## src/rtl/ssbe_pkg.sv

```systemverilog
// Shared types and constants for the stereo slew brightness enhancer.
// No dependencies; used by the top level.
package ssbe_pkg;

	localparam int CFG_W     = 17;   // Q1.16 settings
	localparam int CFG_IDX_W = 2;
	localparam int GAIN_W    = 24;   // apply gain, signed Q2.21
	localparam int MUL_B_W   = 27;   // second operand of the shared multiplier
	localparam int CUBE_MSB  = 48;   // top bit of u^3 (u <= 2^16)

	localparam logic [CFG_W-1:0] ONE16     = 17'd65536;
	localparam logic [CFG_W-1:0] BOOST_RST = 17'd32768;
	localparam logic [CFG_W-1:0] LIMIT_RST = 17'd0;
	localparam logic [CFG_W-1:0] MIX_RST   = 17'd65536;

	// 1/1.3 in Q16
	localparam logic [15:0] INV13 = 16'd50412;

	// gain floor, -1.0 in Q21
	localparam logic signed [GAIN_W-1:0] GAIN_FLOOR = -24'sd2097152;

	typedef enum logic [CFG_IDX_W-1:0] {
		REG_BOOST = 2'd0,
		REG_LIMIT = 2'd1,
		REG_MIX   = 2'd2
	} ssbe_reg_t;

	typedef enum logic [3:0] {
		ST_IDLE,
		ST_CUBE1,
		ST_CUBE2,
		ST_INTEN,
		ST_ABS,
		ST_MAG,
		ST_SQ,
		ST_HARSH,
		ST_SENSE,
		ST_UPD,
		ST_WET,
		ST_MIX,
		ST_DONE
	} ssbe_state_t;

endpackage

```

## src/rtl/stereo_slew_brightness_enhancer.sv

```systemverilog
// Stereo slew brightness enhancer, top level.
// Depends on ssbe_pkg (types, constants).
//
// One transfer on the input channel carries a left/right sample pair; one transfer
// on the output channel returns the processed pair. All multiplications run through a
// single registered multiplier under a small sequencer: three products set up
// the slew threshold and the harshness weight from the settings, then seven
// products per channel build the harshness measure, the wet detail and the mix.
// The block takes no new pair until the sequencer has run through these products,
// the gain update step and the hand-off into the output register and is back in
// idle. in_stall stays high while a pair is in work. The output register lets a
// finished pair wait while the next pair is accepted; if the previous result is
// still stalled when the next one is done, the sequencer holds until the output
// register frees. Settings are written through the config port (cfg_ready is
// always high, unknown indexes ignored) and must only change while the block is
// idle.
module stereo_slew_brightness_enhancer #(
	parameter int SAMPLE_BITS = 24
) (
	input  logic                                clk,
	input  logic                                arst_n,
	input  logic                                in_valid,
	output logic                                in_stall,
	input  logic signed [SAMPLE_BITS-1:0]       left_sample,
	input  logic signed [SAMPLE_BITS-1:0]       right_sample,
	output logic                                out_valid,
	input  logic                                out_stall,
	output logic signed [SAMPLE_BITS-1:0]       left_out,
	output logic signed [SAMPLE_BITS-1:0]       right_out,
	input  logic                                cfg_valid,
	output logic                                cfg_ready,
	input  logic [ssbe_pkg::CFG_IDX_W-1:0]      cfg_index,
	input  logic [ssbe_pkg::CFG_W-1:0]          cfg_data
);

	localparam int W       = SAMPLE_BITS;
	localparam int W2      = SAMPLE_BITS + 2;
	localparam int W3      = SAMPLE_BITS + 3;
	localparam int FRAC    = SAMPLE_BITS - 1;
	// scaling of sample differences to Q23
	localparam int DN_SH   = (FRAC > 23) ? FRAC - 23 : 0;
	localparam int UP_SH   = (FRAC < 23) ? 23 - FRAC : 0;
	localparam int DIFF_W  = SAMPLE_BITS + 2 + UP_SH;
	localparam int MUL_A_W = (SAMPLE_BITS + 2 > 35) ? SAMPLE_BITS + 2 : 35;
	localparam int MUL_B_W = ssbe_pkg::MUL_B_W;
	localparam int PROD_W  = MUL_A_W + MUL_B_W;
	localparam int GW      = ssbe_pkg::GAIN_W;

	localparam logic signed [W+2:0] OUT_HI = {4'b0000, {FRAC{1'b1}}};
	localparam logic signed [W+2:0] OUT_LO = {4'b1111, {FRAC{1'b0}}};

	// ---------------------------------------------------------------------------
	// Settings
	// ---------------------------------------------------------------------------
	logic [ssbe_pkg::CFG_W-1:0] boost_q, limit_q, mix_q;

	assign cfg_ready = 1'b1;

	always_ff @(posedge clk or negedge arst_n) begin
		if (!arst_n) begin
			boost_q <= ssbe_pkg::BOOST_RST;
			limit_q <= ssbe_pkg::LIMIT_RST;
			mix_q   <= ssbe_pkg::MIX_RST;
		end else if (cfg_valid) begin
			unique case (cfg_index)
				ssbe_pkg::REG_BOOST: boost_q <= cfg_data;
				ssbe_pkg::REG_LIMIT: limit_q <= cfg_data;
				ssbe_pkg::REG_MIX:   mix_q   <= cfg_data;
				default: ;
			endcase
		end
	end

	// Settings above 1.0 act as 1.0.
	logic [16:0]        b_sat, l_sat, w_sat, t_mag, u_val;
	logic signed [18:0] t_val, t3;

	always_comb begin
		b_sat = (boost_q > ssbe_pkg::ONE16) ? ssbe_pkg::ONE16 : boost_q;
		l_sat = (limit_q > ssbe_pkg::ONE16) ? ssbe_pkg::ONE16 : limit_q;
		w_sat = (mix_q   > ssbe_pkg::ONE16) ? ssbe_pkg::ONE16 : mix_q;
		// target = 2*boost - 1.0, slew base u = 1.0 - |target|
		t_val = $signed({1'b0, b_sat, 1'b0}) - $signed({2'b00, ssbe_pkg::ONE16});
		t_mag = t_val[18] ? 17'(-t_val) : t_val[16:0];
		u_val = ssbe_pkg::ONE16 - t_mag;
		// positive targets are tripled
		t3    = (t_val > 0) ? t_val + (t_val <<< 1) : t_val;
	end

	// ---------------------------------------------------------------------------
	// Sequencer and per-channel state
	// ---------------------------------------------------------------------------
	ssbe_pkg::ssbe_state_t state_q, state_d;
	logic                  ch_q;      // 0 = left, 1 = right

	logic signed [W-1:0]  x_q     [2];
	logic signed [W-1:0]  prev_q  [2];
	logic signed [W-1:0]  prev2_q [2];
	logic signed [GW-1:0] gain_q  [2];

	logic [W-1:0]         thr_q;      // slew threshold, Q.FRAC
	logic [18:0]          int_q;      // harshness weight 5*limit^2, Q16
	logic signed [W-1:0]  res_q;      // finished left sample
	logic signed [PROD_W-1:0] prod_q; // shared multiplier product

	logic                 out_valid_q;
	logic signed [W-1:0]  left_out_q, right_out_q;

	logic in_xfer, out_load;

	assign in_stall  = (state_q != ssbe_pkg::ST_IDLE);
	assign in_xfer   = in_valid && !in_stall;
	assign out_load  = (state_q == ssbe_pkg::ST_DONE) && (!out_valid_q || !out_stall);
	assign out_valid = out_valid_q;
	assign left_out  = left_out_q;
	assign right_out = right_out_q;

	// Next state
	always_comb begin
		state_d = state_q;
		unique case (state_q)
			ssbe_pkg::ST_IDLE:  if (in_valid) state_d = ssbe_pkg::ST_CUBE1;
			ssbe_pkg::ST_CUBE1: state_d = ssbe_pkg::ST_CUBE2;
			ssbe_pkg::ST_CUBE2: state_d = ssbe_pkg::ST_INTEN;
			ssbe_pkg::ST_INTEN: state_d = ssbe_pkg::ST_ABS;
			ssbe_pkg::ST_ABS:   state_d = ssbe_pkg::ST_MAG;
			ssbe_pkg::ST_MAG:   state_d = ssbe_pkg::ST_SQ;
			ssbe_pkg::ST_SQ:    state_d = ssbe_pkg::ST_HARSH;
			ssbe_pkg::ST_HARSH: state_d = ssbe_pkg::ST_SENSE;
			ssbe_pkg::ST_SENSE: state_d = ssbe_pkg::ST_UPD;
			ssbe_pkg::ST_UPD:   state_d = ssbe_pkg::ST_WET;
			ssbe_pkg::ST_WET:   state_d = ssbe_pkg::ST_MIX;
			ssbe_pkg::ST_MIX:   state_d = ch_q ? ssbe_pkg::ST_DONE : ssbe_pkg::ST_ABS;
			ssbe_pkg::ST_DONE:  if (out_load) state_d = ssbe_pkg::ST_IDLE;
			default:            state_d = ssbe_pkg::ST_IDLE;
		endcase
	end

	// ---------------------------------------------------------------------------
	// Channel datapath (selected by ch_q)
	// ---------------------------------------------------------------------------
	logic signed [W-1:0]      xc, pc, p2c;
	logic signed [GW-1:0]     gc;
	logic signed [W:0]        raw1, raw2, sum_xp;
	logic signed [DIFF_W-1:0] sc1, sc2;
	logic signed [24:0]       d1, d2;
	logic signed [25:0]       e_val, e_abs_w;
	logic [24:0]              abs_d1, abs_e;
	logic signed [W-1:0]      avg;
	logic signed [W+1:0]      dv, thr_s, diff;
	logic [29:0]              sense;
	logic signed [32:0]       gsum, gshr;
	logic signed [GW-1:0]     gnew;

	always_comb begin
		xc  = x_q[ch_q];
		pc  = prev_q[ch_q];
		p2c = prev2_q[ch_q];
		gc  = gain_q[ch_q];

		// first and second difference in Q23
		raw1   = (W+1)'(xc) - (W+1)'(pc);
		raw2   = (W+1)'(pc) - (W+1)'(p2c);
		sc1    = (DIFF_W'(raw1) >>> DN_SH) <<< UP_SH;
		sc2    = (DIFF_W'(raw2) >>> DN_SH) <<< UP_SH;
		d1     = sc1[24:0];
		d2     = sc2[24:0];
		e_val  = 26'(d1) - 26'(d2);
		abs_d1 = d1[24] ? 25'(-d1) : d1;
		e_abs_w = e_val[25] ? -e_val : e_val;
		abs_e  = e_abs_w[24:0];

		// clamp around the floor average of current and previous input;
		// diff is the part clamped away
		sum_xp = (W+1)'(xc) + (W+1)'(pc);
		avg    = sum_xp[W:1];
		dv     = W2'(xc) - W2'(avg);
		thr_s  = $signed({2'b00, thr_q});
		if (dv > thr_s) begin
			diff = dv - thr_s;
		end else if (-dv > thr_s) begin
			diff = dv + thr_s;
		end else begin
			diff = '0;
		end

		// gain update: floor((gain + 32*t - measure) / 2), floored at -1.0
		sense = prod_q[47:18];
		gsum  = 33'(gc) + (33'(t3) <<< 5) - $signed({3'b000, sense});
		gshr  = gsum >>> 1;
		gnew  = (gshr < 33'(ssbe_pkg::GAIN_FLOOR)) ? ssbe_pkg::GAIN_FLOOR : gshr[GW-1:0];
	end

	// x + mixed detail, saturated
	function automatic logic signed [W-1:0] sat_out(input logic signed [W-1:0] xv,
	                                                 input logic signed [W+1:0] qv);
		logic signed [W+2:0] s;
		s = W3'(xv) + W3'(qv);
		if (s > OUT_HI) begin
			sat_out = OUT_HI[W-1:0];
		end else if (s < OUT_LO) begin
			sat_out = OUT_LO[W-1:0];
		end else begin
			sat_out = s[W-1:0];
		end
	endfunction

	// ---------------------------------------------------------------------------
	// Shared multiplier operand select
	// ---------------------------------------------------------------------------
	logic                       mul_en;
	logic signed [MUL_A_W-1:0]  mul_a;
	logic signed [MUL_B_W-1:0]  mul_b;

	always_comb begin
		mul_en = 1'b1;
		mul_a  = '0;
		mul_b  = '0;
		unique case (state_q)
			ssbe_pkg::ST_CUBE1: begin    // u*u
				mul_a = MUL_A_W'(u_val);
				mul_b = MUL_B_W'(u_val);
			end
			ssbe_pkg::ST_CUBE2: begin    // u^2*u
				mul_a = MUL_A_W'(prod_q[33:0]);
				mul_b = MUL_B_W'(u_val);
			end
			ssbe_pkg::ST_INTEN: begin    // limit^2
				mul_a = MUL_A_W'(l_sat);
				mul_b = MUL_B_W'(l_sat);
			end
			ssbe_pkg::ST_ABS: begin      // |d1|*|e|
				mul_a = MUL_A_W'(abs_d1);
				mul_b = MUL_B_W'(abs_e);
			end
			ssbe_pkg::ST_MAG: begin      // a/1.3
				mul_a = MUL_A_W'(prod_q[48:23]);
				mul_b = MUL_B_W'(ssbe_pkg::INV13);
			end
			ssbe_pkg::ST_SQ: begin       // m*m
				mul_a = MUL_A_W'(prod_q[41:16]);
				mul_b = MUL_B_W'(prod_q[41:16]);
			end
			ssbe_pkg::ST_HARSH: begin    // (m^2 >> 23)/1.3
				mul_a = MUL_A_W'(prod_q[51:23]);
				mul_b = MUL_B_W'(ssbe_pkg::INV13);
			end
			ssbe_pkg::ST_SENSE: begin    // h*intensity
				mul_a = MUL_A_W'(prod_q[44:16]);
				mul_b = MUL_B_W'(int_q);
			end
			ssbe_pkg::ST_WET: begin      // clamped-away part * gain
				mul_a = MUL_A_W'(diff);
				mul_b = MUL_B_W'(gc);
			end
			ssbe_pkg::ST_MIX: begin      // detail * mix
				mul_a = MUL_A_W'($signed(prod_q[21 +: W2]));
				mul_b = MUL_B_W'(w_sat);
			end
			default: mul_en = 1'b0;
		endcase
	end

	always_ff @(posedge clk) begin
		if (mul_en) begin
			prod_q <= mul_a * mul_b;
		end
	end

	// ---------------------------------------------------------------------------
	// Control and state registers
	// ---------------------------------------------------------------------------
	always_ff @(posedge clk or negedge arst_n) begin
		if (!arst_n) begin
			state_q     <= ssbe_pkg::ST_IDLE;
			ch_q        <= 1'b0;
			out_valid_q <= 1'b0;
			for (int i = 0; i < 2; i++) begin
				prev_q[i]  <= '0;
				prev2_q[i] <= '0;
				gain_q[i]  <= '0;
			end
		end else begin
			state_q <= state_d;
			if (in_xfer) begin
				ch_q <= 1'b0;
			end else if (state_q == ssbe_pkg::ST_MIX) begin
				ch_q <= 1'b1;
			end
			if (state_q == ssbe_pkg::ST_UPD) begin
				gain_q[ch_q] <= gnew;
			end
			// history shifts once this channel no longer needs it
			if (state_q == ssbe_pkg::ST_MIX) begin
				prev2_q[ch_q] <= prev_q[ch_q];
				prev_q[ch_q]  <= x_q[ch_q];
			end
			if (out_load) begin
				out_valid_q <= 1'b1;
			end else if (!out_stall) begin
				out_valid_q <= 1'b0;
			end
		end
	end

	// payload registers
	always_ff @(posedge clk) begin
		if (in_xfer) begin
			x_q[0] <= left_sample;
			x_q[1] <= right_sample;
		end
		if (state_q == ssbe_pkg::ST_INTEN) begin
			thr_q <= prod_q[ssbe_pkg::CUBE_MSB -: W];
		end
		if (state_q == ssbe_pkg::ST_ABS) begin
			if (!ch_q) begin
				// (limit^2 >> 16) * 5
				int_q <= {prod_q[32:16], 2'b00} + 19'(prod_q[32:16]);
			end else begin
				// left mix product is still in the product register
				res_q <= sat_out(x_q[0], $signed(prod_q[16 +: W2]));
			end
		end
		if (out_load) begin
			left_out_q  <= res_q;
			right_out_q <= sat_out(x_q[1], $signed(prod_q[16 +: W2]));
		end
	end

endmodule

```

## config.mk

```make
export PLATFORM = sky130hd
export DESIGN_NAME = stereo_slew_brightness_enhancer
export DESIGN_NICKNAME = d
export VERILOG_FILES = /design/src/rtl/ssbe_pkg.sv /design/src/rtl/stereo_slew_brightness_enhancer.sv
export SDC_FILE = /design/constraint.sdc
export NUM_CORES = 2
export LEC_CHECK = 0
export BUFFER_PORTS_ARGS = -buffer_cell sky130_fd_sc_hd__clkbuf_2
export CAP_MARGIN = 20
export CORE_MARGIN = 2
export CORE_UTILIZATION = 35
export DETAILED_ROUTE_END_ITERATION = 10
export GPL_ROUTABILITY_DRIVEN = 1
export PLACE_DENSITY = 0.53
export SYNTH_ARGS = -nofsm -noshare
export SYNTH_HDL_FRONTEND = slang
export SYNTH_SLANG_ARGS = --single-unit
```

## constraint.sdc

```tcl
create_clock -name clk -period 14.9 [get_ports clk]
set_input_delay 2.98 -clock clk [delete_from_list [all_inputs] [get_ports clk]]
set_output_delay 2.98 -clock clk [all_outputs]
set_load 0.005 [all_outputs]
```

==> results.yml <==
status:
  status: "finished, violations left"
  violations_in_the_final_reports: "setup timing"
setup_path:
  cpPeakStageDelay_ps: 560
  r2r.worst_path.cells: 67
  critical-path-top-cell-by-count: "fa_1"
  worstPathRequired_ps: 15290
  worst-r2r-setup-slack_ps: -90
  reg2reg_end: "prod_q[48]"
  timing.rr.start: "ch_q"
  cp_data_arrival_time_ps: 15380
  crit_end_element: "flop"
  start_kind: "flop"
  path_max_fanout: 9
  worst-setup-path-type: "flop to flop"
  crit_slowest_cell: "fa_1"
logic_synthesis:
  synth_top_cell_area_share_pct: 28.60
  mean_area_per_synthesized_cell_um2: 9.230
  post_synthesis_cells: 6833
  ys_ff_latch: 416
  leading_post_synthesis_cells_by_cell_area: "fa_1 29%, edfxtp_1 10%, ha_1 9.3%"
  number_of_distinct_library_cell_variants_in_the_gate_level_netlist_after_synthesis: 115
  postSynth.topFlopCell: "edfxtp_1"
  netlist_area_before_placement_um2: 63070
  synth_edf_count: 215
  netlist.top_cell.by_area: "fa_1"
  ys_warn_count: 0
  ys_async_sr_fraction_pct: 48.32
  synthesis.nets: 8273
  yosys-top-cells-count: "1240 x inv_1, 901 x fa_1, 835 x nand2_1, 467 x ha_1, 336 x nor2_1"
  synth-seq-area-share_pct: 18.22
  post-synth-top-count-cell: "inv_1"
floorplanning:
  fp.coreArea_um2: 178800
  chipWidth_um: 428.5
  die-area_um2: 183600
  pin_count: 123
  fp-row-count: 155
  die_height_um: 428.5
  starting_density_of_the_core_pct: 35.27
detailed_routing:
  drt_first_iter_violations: 4485
  post_drt_via_cell_ratio: 5.265
  vias: 51950
  routed_wl_um: 229900
  wl_per_cell_um: 23.30
  drc: 0
  drt_first_pass_iters: 6
  antenna_left: 0
sta:
  final_max_slew_viol_count: 0
  grt_setup_unrepaired: "yes"
  maximum_frequency_from_static_timing_analysis_mhz: 66.73
  final.setup.worst_slack_ps: -85.62
  max_slew_margin_pct: 9.711
  finalWorstPathRequiredPeriod_ps: 14990
  period_share_pct: 100.6
  tightest_slew_ps: 1354
  post_route_clock_skew_ps: 41.16
  whs_ps: 419.4
  hold_viol: 0
  setup_viol: 5
clocking:
  cts_tree: "yes"
  clkLatencyLatePin_ps: 680
  clk_root_buffer_cell: "clkbuf_16"
  clock_tree.htree_level_count: 2
  cts.sink_count: 416
  cts_made_buffers: 50
  clock_tree.buffer_depth: 3
  clkSlewWorstSetupHoldPaths_ps: 60
hold_path:
  min_to: "left_out[16]"
  hold-path-cell-count: 0
  worstHoldStart: "res_q[16]"
  min_path_type: "flop to flop"
placed_design:
  dpl.hpwl_um: 184900
  io_buffer_count: 121
  gp_congestion: 0.9918
layout:
  area.growth.synth_to_final_pct: 18.48
  drive_above_1_share_pct: 19.25
  layout.nets: 8910
global_routing:
  grt_antenna_before_repair: 15
  grt_pass1_vias: 53690
  pin_count_of_the_biggest_net_entering_global_routing: 86
  overflow: 0
  grt_pass1_wl_um: 347000
  track_usage_pct: 24.98
run:
  max_cap_violations: 0
==> per-stage QoR <==
| stage | instance area (µm²) | std cells | setup WS (ps) | TNS (ps) | util (%) |
|---|---|---|---|---|---|
| finish | 74720 | 9867 | -85.62 | -279.8 | 41.79 |
| floorplan | 63220 | 6833 | 33.96 | 0 | - |
| CTS | 73960 | 9838 | -117.7 | -137.2 | 41.36 |
| global placement | 71270 | 9706 | -590.8 | -3600 | 39.86 |
| global route | 74720 | 9866 | -628.4 | -4698 | 41.79 |
| detailed placement | 71290 | 9707 | -855.7 | -6132 | 39.87 |
==> registers in the layout, summed over array words and instances, names as in the netlist <==
| register | count |
|---|---|
| left_out | 24 |
| thr_q | 24 |
| state_q | 4 |
| x_q | 48 |
| mix_q | 17 |
| prod_q | 52 |
| limit_q | 17 |
| out_valid | 1 |
| ch_q | 1 |
| prev2_q | 48 |
| right_out | 24 |
| prev_q | 48 |
| gain_q | 48 |
| boost_q | 17 |
| int_q | 19 |
| res_q | 24 |
==> cells by family after synthesis <==
| group | after synthesis | share of synthesized area (%) |
|---|---|---|
| buffers and inverters | 1521 | 9.259 |
| adders and majority gates | 1369 | 37.88 |
| AOI/OAI and AO/OA | 1134 | 12.18 |
| muxes | 266 | 4.670 |
| DFF | 416 | 18.22 |
| and+or+nand+nor | 1798 | 13.18 |
| other | 1 | 0.005946 |
| xor gates and xnor gates | 328 | 4.611 |
==> area by class of cell <==
| type | instances | area, µm² |
|---|---|---|
| Sequential cell | 416 | 11490 |
| Clock inverter | 33 | 459.2 |
| Clock buffer | 60 | 1309 |
| Multi-Input combinational cell | 4897 | 47000 |
| Inverter | 1244 | 4672 |
| Antenna cell | 1 | 2.502 |
| Fill cell | 17790 | 104100 |
| Tap cell | 2355 | 2947 |
| Timing Repair Buffer | 861 | 6842 |
==> repair_timing <==
item                       4_1_cts  5_1_grt
resized for setup              108      111
gates cloned                     3        0
setup endpoints to repair       17       23
buffers inserted                35       27
pin swaps                       63       76
hold buffers                     0        0
==> cells in the final DEF, fill, tap and decap left out, types with 116 or more instances in the layout <==
master / instances
a21oi_1: 254
nand2_1: 827
inv_1: 1230
o21ai_0: 190
ha_1: 455
and2_1: 188
dfrtp_1: 198
xnor2_1: 216
buf_4: 677
fa_1: 894
edfxtp_1: 215
clkbuf_2: 120
nor2_1: 326
a21o_1: 116
mux2_2: 221
==> how the worst max path moves through the flow <==
stage / start / endpoint / slack (ps) / cells after the start
2_1_floorplan: ch_q / prod_q[50] / 30 / 71
3_3_place_gp: ch_q / prod_q[50] / -590 / 64
3_5_place_dp: ch_q / prod_q[50] / -860 / 67
4_1_cts: ch_q / prod_q[51] / -120 / 67
5_1_grt: ch_q / prod_q[51] / -630 / 70
6_report: ch_q / prod_q[48] / -90 / 67
==> worst max-delay path: cells and delay by family (launching register included) <==
kind	cells	cell delay [ps]
adders and majority gates	12	4970
xor gates and xnor gates	4	470
muxes	1	220
AOI/OAI and AO/OA	31	5390
and+or+nand+nor	7	1580
buffers and inverters	12	1450
DFF	1	550
==> per-layer routing <==
| metal | routed length, µm | GRT usage, % | share of wire [%] |
|---|---|---|---|
| met1 | 99070 | 33.82 | 43 |
| met2 | 106300 | 41.01 | 46 |
| met3 | 14150 | 3.046 | 6.2 |
| met4 | 10330 | 9.124 | 4.5 |
| met5 | 0 | 0 | 0 |
Power is left out: the tool's default activity adds up to more than one toggle a clock period on the data nets, which glitch-free logic cannot reach.
